## src/hw/rtl/tsa_pkg.sv

```systemverilog
// ----------------------------------------------------------------------------
// Touch slot allocator package
// Shared constants, codes and structures of the touch slot allocator.
// ----------------------------------------------------------------------------
`default_nettype none

package tsa_pkg;

   localparam int unsigned NUM_SLOTS  = 16;
   localparam int unsigned COORD_BITS = 12;
   localparam int unsigned SLOT_BITS  = $clog2(NUM_SLOTS);
   localparam int unsigned CNT_BITS   = $clog2(NUM_SLOTS + 1);

   typedef logic [COORD_BITS-1:0] coord_type;
   typedef logic [SLOT_BITS-1:0]  slot_type;
   typedef logic [CNT_BITS-1:0]   count_type;

   typedef enum logic [1:0] {
      OP_PRESS   = 2'd0,
      OP_MOVE    = 2'd1,
      OP_RELEASE = 2'd2,
      OP_READ    = 2'd3
   } op_type;

   typedef enum logic [1:0] {
      STATUS_OK      = 2'd0,
      STATUS_FULL    = 2'd1,
      STATUS_INVALID = 2'd2
   } status_type;

   typedef enum logic {
      STATE_IDLE,
      STATE_EXEC
   } state_type;

   typedef struct packed {
      op_type    op;
      slot_type  slot;
      coord_type pos_x;
      coord_type pos_y;
   } req_type;

   typedef struct packed {
      op_type     op_echo;
      slot_type   slot_out;
      coord_type  out_x;
      coord_type  out_y;
      logic       slot_active;
      status_type status;
      count_type  active_count;
      count_type  slots_used;
   } rsp_type;

   typedef struct packed {
      count_type high_water;
      slot_type  free_head;
      slot_type  free_tail;
      count_type free_count;
      count_type live_count;
   } counts_type;

   typedef struct packed {
      logic       coord_we;
      slot_type   coord_addr;
      coord_type  coord_x;
      coord_type  coord_y;
      logic       live_we;
      slot_type   live_addr;
      logic       live_value;
      logic       queue_we;
      slot_type   queue_data;
      counts_type counts;
   } update_type;

endpackage

`default_nettype wire

```

## src/hw/rtl/tsa_if.sv

```systemverilog
// ----------------------------------------------------------------------------
// Touch slot allocator channels
// Valid/ready channels for touch events and their results.
// ----------------------------------------------------------------------------
`default_nettype none

interface tsa_req_if;
   import tsa_pkg::*;

   logic      valid;
   logic      ready;
   logic [1:0] op;
   slot_type  slot;
   coord_type pos_x;
   coord_type pos_y;

   modport source (output valid, output op, output slot, output pos_x, output pos_y,
                   input ready);
   modport sink   (input valid, input op, input slot, input pos_x, input pos_y,
                   output ready);
endinterface

interface tsa_rsp_if;
   import tsa_pkg::*;

   logic       valid;
   logic       ready;
   logic [1:0] op_echo;
   slot_type   slot_out;
   coord_type  out_x;
   coord_type  out_y;
   logic       slot_active;
   logic [1:0] status;
   count_type  active_count;
   count_type  slots_used;

   modport source (output valid, output op_echo, output slot_out, output out_x,
                   output out_y, output slot_active, output status,
                   output active_count, output slots_used, input ready);
   modport sink   (input valid, input op_echo, input slot_out, input out_x,
                   input out_y, input slot_active, input status,
                   input active_count, input slots_used, output ready);
endinterface

`default_nettype wire

```

## src/hw/rtl/tsa_exec.sv

```systemverilog
// ----------------------------------------------------------------------------
// Touch slot allocator event logic
// Decides one event from the latched beat and the memory read data.
// ----------------------------------------------------------------------------
`default_nettype none

module tsa_exec (
   input  tsa_pkg::req_type    req,
   input  tsa_pkg::counts_type counts,
   input  tsa_pkg::slot_type   queue_rd,
   input  tsa_pkg::coord_type  x_rd,
   input  tsa_pkg::coord_type  y_rd,
   input  logic                live_rd,
   output tsa_pkg::rsp_type    rsp,
   output tsa_pkg::update_type upd
);
   import tsa_pkg::*;

   logic     used;
   logic     got;
   slot_type sid;

   always_comb begin
      used = count_type'(req.slot) < counts.high_water;
      got  = 1'b0;
      sid  = req.slot;

      upd            = '0;
      upd.counts     = counts;
      upd.coord_x    = req.pos_x;
      upd.coord_y    = req.pos_y;
      upd.queue_data = req.slot;

      rsp             = '0;
      rsp.op_echo     = req.op;
      rsp.status      = STATUS_OK;

      case (req.op)
         OP_PRESS: begin
            if (counts.free_count != '0) begin
               sid = queue_rd;
               upd.counts.free_head = (counts.free_head == slot_type'(NUM_SLOTS - 1)) ?
                                      '0 : counts.free_head + 1'b1;
               upd.counts.free_count = counts.free_count - 1'b1;
               got = 1'b1;
            end else if (counts.high_water != count_type'(NUM_SLOTS)) begin
               sid = counts.high_water[SLOT_BITS-1:0];
               upd.counts.high_water = counts.high_water + 1'b1;
               got = 1'b1;
            end
            if (got) begin
               upd.coord_we   = 1'b1;
               upd.live_we    = 1'b1;
               upd.live_value = 1'b1;
               upd.counts.live_count = counts.live_count + 1'b1;
               rsp.out_x       = req.pos_x;
               rsp.out_y       = req.pos_y;
               rsp.slot_active = 1'b1;
            end else begin
               sid        = '0;
               rsp.status = STATUS_FULL;
            end
         end
         OP_MOVE: begin
            if (used && live_rd) begin
               upd.coord_we    = 1'b1;
               rsp.out_x       = req.pos_x;
               rsp.out_y       = req.pos_y;
               rsp.slot_active = 1'b1;
            end else begin
               rsp.status = STATUS_INVALID;
            end
         end
         OP_RELEASE: begin
            if (used && live_rd && counts.free_count != count_type'(NUM_SLOTS)) begin
               upd.live_we  = 1'b1;
               upd.queue_we = 1'b1;
               upd.counts.free_tail = (counts.free_tail == slot_type'(NUM_SLOTS - 1)) ?
                                      '0 : counts.free_tail + 1'b1;
               upd.counts.free_count = counts.free_count + 1'b1;
               if (counts.live_count != '0) begin
                  upd.counts.live_count = counts.live_count - 1'b1;
               end
            end else begin
               rsp.status = STATUS_INVALID;
            end
         end
         default: begin
            if (used) begin
               rsp.out_x       = x_rd;
               rsp.out_y       = y_rd;
               rsp.slot_active = live_rd;
               rsp.status      = live_rd ? STATUS_OK : STATUS_INVALID;
            end else begin
               rsp.status = STATUS_INVALID;
            end
         end
      endcase

      upd.coord_addr   = sid;
      upd.live_addr    = sid;
      rsp.slot_out     = sid;
      rsp.active_count = upd.counts.live_count;
      rsp.slots_used   = upd.counts.high_water;
   end

endmodule

`default_nettype wire

```

## src/hw/rtl/touch_slot_allocator_core.sv

```systemverilog
// ----------------------------------------------------------------------------
// Touch slot allocator core
// Slot table with a FIFO free list; one result beat per touch event.
// An accepted event is latched with the coordinate and free-list reads; the
// execute state then does the read-modify-write and registers the result.
// No new event is taken in that state or while a result waits unread.
// Reset clears the counters, free-list pointers and slot live bits at once;
// the memories are not cleared and need no clearing pass.
// ----------------------------------------------------------------------------
`default_nettype none

module touch_slot_allocator_core (
   input  logic             clock,
   input  logic             reset,
   tsa_req_if.sink          req_ch,
   tsa_rsp_if.source        rsp_ch
);
   import tsa_pkg::*;

   state_type  state_ff, state_in;
   req_type    req_ff;
   counts_type counts_ff;
   logic [NUM_SLOTS-1:0] live_ff;
   rsp_type    rsp_ff, rsp_next;
   logic       rsp_valid_ff;
   update_type upd;
   logic       accept;
   logic       exec;

   logic [2*COORD_BITS-1:0] coord_mem [NUM_SLOTS];
   slot_type                queue_mem [NUM_SLOTS];
   logic [2*COORD_BITS-1:0] coord_rd_ff;
   slot_type                queue_rd_ff;

   always_comb begin
      state_in     = state_ff;
      req_ch.ready = 1'b0;
      exec         = 1'b0;
      unique case (state_ff)
         STATE_IDLE: begin
            req_ch.ready = !rsp_valid_ff || rsp_ch.ready;
            if (req_ch.valid && req_ch.ready) begin
               state_in = STATE_EXEC;
            end
         end
         STATE_EXEC: begin
            exec     = 1'b1;
            state_in = STATE_IDLE;
         end
         default: state_in = STATE_IDLE;
      endcase
   end

   assign accept = req_ch.valid && req_ch.ready;

   always_ff @(posedge clock) begin
      if (reset) begin
         state_ff <= STATE_IDLE;
      end else begin
         state_ff <= state_in;
      end
   end

   always_ff @(posedge clock) begin
      if (accept) begin
         req_ff.op    <= op_type'(req_ch.op);
         req_ff.slot  <= req_ch.slot;
         req_ff.pos_x <= req_ch.pos_x;
         req_ff.pos_y <= req_ch.pos_y;
      end
   end

   always_ff @(posedge clock) begin
      if (exec && upd.coord_we) begin
         coord_mem[upd.coord_addr] <= {upd.coord_x, upd.coord_y};
      end
      if (accept) begin
         coord_rd_ff <= coord_mem[req_ch.slot];
      end
   end

   always_ff @(posedge clock) begin
      if (exec && upd.queue_we) begin
         queue_mem[counts_ff.free_tail] <= upd.queue_data;
      end
      if (accept) begin
         queue_rd_ff <= queue_mem[counts_ff.free_head];
      end
   end

   tsa_exec u_exec (
      .req      (req_ff),
      .counts   (counts_ff),
      .queue_rd (queue_rd_ff),
      .x_rd     (coord_rd_ff[2*COORD_BITS-1:COORD_BITS]),
      .y_rd     (coord_rd_ff[COORD_BITS-1:0]),
      .live_rd  (live_ff[req_ff.slot]),
      .rsp      (rsp_next),
      .upd      (upd)
   );

   always_ff @(posedge clock) begin
      if (reset) begin
         counts_ff    <= '0;
         live_ff      <= '0;
         rsp_valid_ff <= 1'b0;
      end else begin
         if (exec) begin
            counts_ff <= upd.counts;
            if (upd.live_we) begin
               live_ff[upd.live_addr] <= upd.live_value;
            end
            rsp_valid_ff <= 1'b1;
         end else if (rsp_ch.ready) begin
            rsp_valid_ff <= 1'b0;
         end
      end
   end

   always_ff @(posedge clock) begin
      if (exec) begin
         rsp_ff <= rsp_next;
      end
   end

   assign rsp_ch.valid        = rsp_valid_ff;
   assign rsp_ch.op_echo      = rsp_ff.op_echo;
   assign rsp_ch.slot_out     = rsp_ff.slot_out;
   assign rsp_ch.out_x        = rsp_ff.out_x;
   assign rsp_ch.out_y        = rsp_ff.out_y;
   assign rsp_ch.slot_active  = rsp_ff.slot_active;
   assign rsp_ch.status       = rsp_ff.status;
   assign rsp_ch.active_count = rsp_ff.active_count;
   assign rsp_ch.slots_used   = rsp_ff.slots_used;

   // Every slot below the high-water mark is either live or waiting in the free list.
   a_slot_balance: assert property (@(posedge clock) disable iff (reset)
      counts_ff.free_count + counts_ff.live_count == counts_ff.high_water)
      else $error("free and live counts do not add up to the high-water mark");

   a_live_bits: assert property (@(posedge clock) disable iff (reset)
      $countones(live_ff) == int'(counts_ff.live_count))
      else $error("live count disagrees with the live bits");

   a_result_slot_free: assert property (@(posedge clock) disable iff (reset)
      state_ff == STATE_EXEC |-> !rsp_valid_ff || rsp_ch.ready)
      else $error("result register still occupied when a result is produced");

   a_press_goes_live: assert property (@(posedge clock) disable iff (reset)
      exec && req_ff.op == OP_PRESS && rsp_next.status == STATUS_OK
      |=> live_ff[$past(rsp_next.slot_out)])
      else $error("pressed slot did not become live");

endmodule

`default_nettype wire
```

## src/flat_wrapper.sv

```systemverilog
// flat-port wrapper written by rule: the top's interface ports become plain ports
module touch_slot_allocator_core_flat import tsa_pkg::*;
  (clock, reset, req_ch_valid, req_ch_op, req_ch_slot, req_ch_pos_x, req_ch_pos_y, req_ch_ready, rsp_ch_valid, rsp_ch_op_echo, rsp_ch_slot_out, rsp_ch_out_x, rsp_ch_out_y, rsp_ch_slot_active, rsp_ch_status, rsp_ch_active_count, rsp_ch_slots_used, rsp_ch_ready);
  tsa_req_if req_ch_i ();
  tsa_rsp_if rsp_ch_i ();
  input  logic clock;
  input  logic reset;
  input wire logic [$bits(req_ch_i.valid)-1:0] req_ch_valid;
  input wire logic [$bits(req_ch_i.op)-1:0] req_ch_op;
  input wire logic [$bits(req_ch_i.slot)-1:0] req_ch_slot;
  input wire logic [$bits(req_ch_i.pos_x)-1:0] req_ch_pos_x;
  input wire logic [$bits(req_ch_i.pos_y)-1:0] req_ch_pos_y;
  output wire logic [$bits(req_ch_i.ready)-1:0] req_ch_ready;
  output wire logic [$bits(rsp_ch_i.valid)-1:0] rsp_ch_valid;
  output wire logic [$bits(rsp_ch_i.op_echo)-1:0] rsp_ch_op_echo;
  output wire logic [$bits(rsp_ch_i.slot_out)-1:0] rsp_ch_slot_out;
  output wire logic [$bits(rsp_ch_i.out_x)-1:0] rsp_ch_out_x;
  output wire logic [$bits(rsp_ch_i.out_y)-1:0] rsp_ch_out_y;
  output wire logic [$bits(rsp_ch_i.slot_active)-1:0] rsp_ch_slot_active;
  output wire logic [$bits(rsp_ch_i.status)-1:0] rsp_ch_status;
  output wire logic [$bits(rsp_ch_i.active_count)-1:0] rsp_ch_active_count;
  output wire logic [$bits(rsp_ch_i.slots_used)-1:0] rsp_ch_slots_used;
  input wire logic [$bits(rsp_ch_i.ready)-1:0] rsp_ch_ready;
  assign req_ch_i.valid = req_ch_valid;
  assign req_ch_i.op = req_ch_op;
  assign req_ch_i.slot = req_ch_slot;
  assign req_ch_i.pos_x = req_ch_pos_x;
  assign req_ch_i.pos_y = req_ch_pos_y;
  assign req_ch_ready = req_ch_i.ready;
  assign rsp_ch_valid = rsp_ch_i.valid;
  assign rsp_ch_op_echo = rsp_ch_i.op_echo;
  assign rsp_ch_slot_out = rsp_ch_i.slot_out;
  assign rsp_ch_out_x = rsp_ch_i.out_x;
  assign rsp_ch_out_y = rsp_ch_i.out_y;
  assign rsp_ch_slot_active = rsp_ch_i.slot_active;
  assign rsp_ch_status = rsp_ch_i.status;
  assign rsp_ch_active_count = rsp_ch_i.active_count;
  assign rsp_ch_slots_used = rsp_ch_i.slots_used;
  assign rsp_ch_i.ready = rsp_ch_ready;
  touch_slot_allocator_core u_core (.clock(clock), .reset(reset), .req_ch(req_ch_i), .rsp_ch(rsp_ch_i));
endmodule
```

## config.mk

```make
export PLATFORM = sky130hd
export DESIGN_NAME = touch_slot_allocator_core_flat
export DESIGN_NICKNAME = d
export VERILOG_FILES = /design/src/hw/rtl/tsa_pkg.sv /design/src/hw/rtl/tsa_if.sv /design/src/hw/rtl/tsa_exec.sv /design/src/hw/rtl/touch_slot_allocator_core.sv /design/src/flat_wrapper.sv
export SDC_FILE = /design/constraint.sdc
export NUM_CORES = 1
export LEC_CHECK = 0
export ABC_AREA = 1
export BUFFER_PORTS_ARGS = -buffer_cell sky130_fd_sc_hd__buf_2
export CAP_MARGIN = 5
export CORE_MARGIN = 2
export CORE_UTILIZATION = 52
export DETAILED_ROUTE_END_ITERATION = 8
export GPL_TIMING_DRIVEN = 0
export PLACE_DENSITY = 0.7
export SLEW_MARGIN = 20
export SYNTH_ARGS = -nofsm -noshare
export SYNTH_HDL_FRONTEND = slang
export SYNTH_SLANG_ARGS = --single-unit
```

## constraint.sdc

```tcl
create_clock -name clock -period 10.7 [get_ports clock]
set_input_delay 1.07 -clock clock [delete_from_list [all_inputs] [get_ports clock]]
set_output_delay 1.07 -clock clock [all_outputs]
set_load 0.02 [all_outputs]
```

==> metrics.txt <==
Slowest-stage cell, CP edfxtp_1; worst-path maximum fanout 21; # IOs 79; clk sinks 590; worst hold path class flip-flop to flip-flop; synthesis-to-finish area growth 15.43%; placer congestion estimate 0.9014; largest area contributor in the netlist edfxtp_1; WP buf/inv 6; Worst setup SP type flip-flop; number of fill cells 3,536; Relative slew margins 23.88%; Mapped Nets 1,917; setup repair after global routing missed its margin no; post-synth cell types 47; Required @ worst endpoint 11.04 ns; CP Class flip-flop to flip-flop; syn_area_per_cell 12.99 um^2; max-cap violations 0; Max Freq 243.1 MHz; initial antenna violation count 1; DRC viols 0; Post-synth ARST share 0%; antenna viol nets, final 0; Port Buffer Count 78; row count 79; non-filler cells, final 2,705; WL final 64,470 um; Synth Register Bits 590; crit-path cells ha_1 -> nand2_1 -> inv_1 -> o21ai_2 -> nand2_1 -> nor2_4 -> inv_2 -> nor2_8 -> nand2_2 -> nand2_2 -> nand2_2 -> inv_4 -> nand2_4 -> buf_6 -> nor3_4 -> buf_8 -> buf_8; Tot GR Track Use 26.67%; first-pass GRT wire length 94,160 um; Peak VDD IR 0.1629 mV; Final Hold Fails 0; vias per std cell 5.965; Slew Viols, Final 0; antenna cells 0; Leak 10.15 nW; Synth top area share 67.96%; CTS Buf Count 59; Worst-path clk slew 0.06 ns; CTS tree yes; Syn Std Cell Area 24,260 um^2; dpl hpwl 42,520 um; fin crit period 4.114 ns; die area 48,400 um^2; Post-synth EDFFs 549; DR vias 16,135; postcts setup bufs 0; Post-CTS Hold Fix Bufs 0; crit share post-route 38.45%; top cells by area, synth edfxtp_1 68%, mux2i_1 4.2%, dfxtp_1 3.4%; crit end category flip-flop; crit path DAT 4.46 ns; layout cells sized above 1 13.92%; CTS Buffer Depth 3; Pwr per Cell Area 178.5 nW/um^2; vias in the first global route 15,362; clock skew 0.02541 ns; crit-path max cell delay 0.87 ns; Worst path top cell family by delay simple AND/OR/NAND/NOR gates; grt ovf 0; Total Nets Final 2,098; Root Driver clkbuf_16; Worst-Margin Slew 1.142 ns; largest net degree at the start of global routing 47; Initial Util 52.44%; most frequent CP cell nand2_2; Synth Instances 1,868; sequential fraction of the synthesis area 71.34%; Top FF cell, synth edfxtp_1; wire length per cell 23.83 um; Fin Setup TNS 0 ns; Skew-Pair Late Insertion Delay 0.64 ns; CTS resizes 0; Synth warnings 0; H-tree depth 2; die height 220.0 um; total iterations of the first detailed-routing run 6; DP Cell Count 2,595; core box area 46,260 um^2; status finished clean; Final setup viols 0; 1st-iter DRT viols 2,267; Chip Width 220.0 um
==> cell usage after synthesis (2+ instances only) <==
master and n:
xnor2_1 2, nand2_1 203, mux2i_1 103, o21ai_1 2, o21ai_2 3, ha_1 15, edfxtp_1 549, buf_2 17
nor2_2 2, dfxtp_1 41, inv_2 11, o211ai_1 97, nand3_2 3, clkinv_1 4, buf_6 3, nand2_2 13
buf_1 10, a22oi_1 4, o21ai_0 153, nor3_2 10, nor3_1 9, o32ai_1 9, clkbuf_1 64, xor2_1 10
o221ai_1 7, inv_1 151, nand3_1 112, a21oi_1 130, nor2_4 5, nand2_4 3, nand4_1 3, nor2_1 100
o22ai_1 2, buf_4 5
==> worst paths after layout <==
kind / from / endpoint / slack (ns) / cells after the start
setup / recovery: u_core.req_ff[26] / u_core.coord_mem[8][21] / 6.59 / 17
hold / removal: u_core.live_ff[7] / u_core.live_ff[7] / 0.46 / 2
setup reg to reg: u_core.req_ff[26] / u_core.coord_mem[8][21] / 6.59 / 17
hold reg to reg: u_core.live_ff[7] / u_core.live_ff[7] / 0.46 / 2
==> tightest hold or removal path, delay by kind of cell, from the launching register on <==
kind               cells  cell delay, ns
AOI/OAI and AO/OA      1            0.05
DFF                    1            0.31
and+or+nand+nor        1            0.06
==> cells by family (layout without fill, tap and decap cells) <==
kind of cell    after synthesis  in the layout  synth area share, %
compound gates              414            414                9.990
xor+xnor                     12             12               0.4332
fa+ha+maj                    15             15               0.7736
buf+inv                     267            497                4.420
flops                       590            590                71.34
mux                         103            103                4.250
simple gates                467            467                8.794
==> sequential cells by signal, indices dropped and copies added (netlist names), 12 cells and up <==
| name | flops |
|---|---|
| u_core.counts_ff | 23 |
| u_core.req_ff | 30 |
| u_core.rsp_ch.out_y | 12 |
| u_core.rsp_ch.out_x | 12 |
| u_core.live_ff | 16 |
| u_core.queue_mem | 64 |
| u_core.coord_rd_ff | 24 |
| u_core.coord_mem | 384 |
==> placed cells by master (no fill, tap or decap), drive strengths merged, types with 6 or more instances in the layout <==
cell / synthesis / routed
nand3: 116 / 116
nor2: 108 / 108
nor3: 19 / 19
clkinv: 5 / 34
nand2: 219 / 219
xor2: 10 / 10
o21ai: 158 / 158
clkbuf: 64 / 138
mux2i: 103 / 103
a21oi: 131 / 131
dfxtp: 41 / 41
buf: 35 / 155
bufinv: 0 / 6
edfxtp: 549 / 549
o32ai: 9 / 9
inv: 163 / 164
o211ai: 98 / 98
o221ai: 7 / 7
ha: 15 / 15
==> metal layers <==
| layer | part of all wire (%) | track usage, % |
|---|---|---|
| met1 | 38 | 35.81 |
| met2 | 47 | 42.80 |
| met3 | 10 | 5.355 |
| met4 | 4.1 | 10.81 |
| met5 | 0.020 | 0 |
==> through the flow <==
stage	worst slack [ns]	utilization (%)	instance area (um^2)	hold WS, ns	power (W)
final	6.586	60.53	28000	0.4615	0.004998
after floorplan	6.069	-	24260	0.4393	0.002834
after global routing	6.424	60.53	28000	0.4735	0.005121
after global placement	3.637	54.93	25410	0.4461	0.002954
after detailed placement	6.631	56.34	26060	0.4528	0.002971
after CTS	6.620	60.53	28000	0.4630	0.005005
==> power by group <==
| group | switching (W) | total, W | internal, W |
|---|---|---|---|
| Clock | 0.000876 | 0.00207 | 0.00119 |
| Sequential | 0.0000489 | 0.00261 | 0.00257 |
| Combinational | 0.000226 | 0.000316 | 0.0000894 |
==> layout make-up <==
| type | instances | area (um^2) | share of cell area (%) |
|---|---|---|---|
| plain buffers | 99 | 434.2 | 1.550 |
| well taps | 607 | 759.5 | 2.712 |
| multi-input cells | 1011 | 5981 | 21.36 |
| flip-flops and latches | 590 | 17310 | 61.82 |
| inverters | 168 | 638.1 | 2.279 |
| clock buffers | 74 | 1584 | 5.657 |
| clock inverters | 36 | 356.6 | 1.273 |
| repair buffers | 120 | 938.4 | 3.351 |
(Power assumes the default switching activity.)
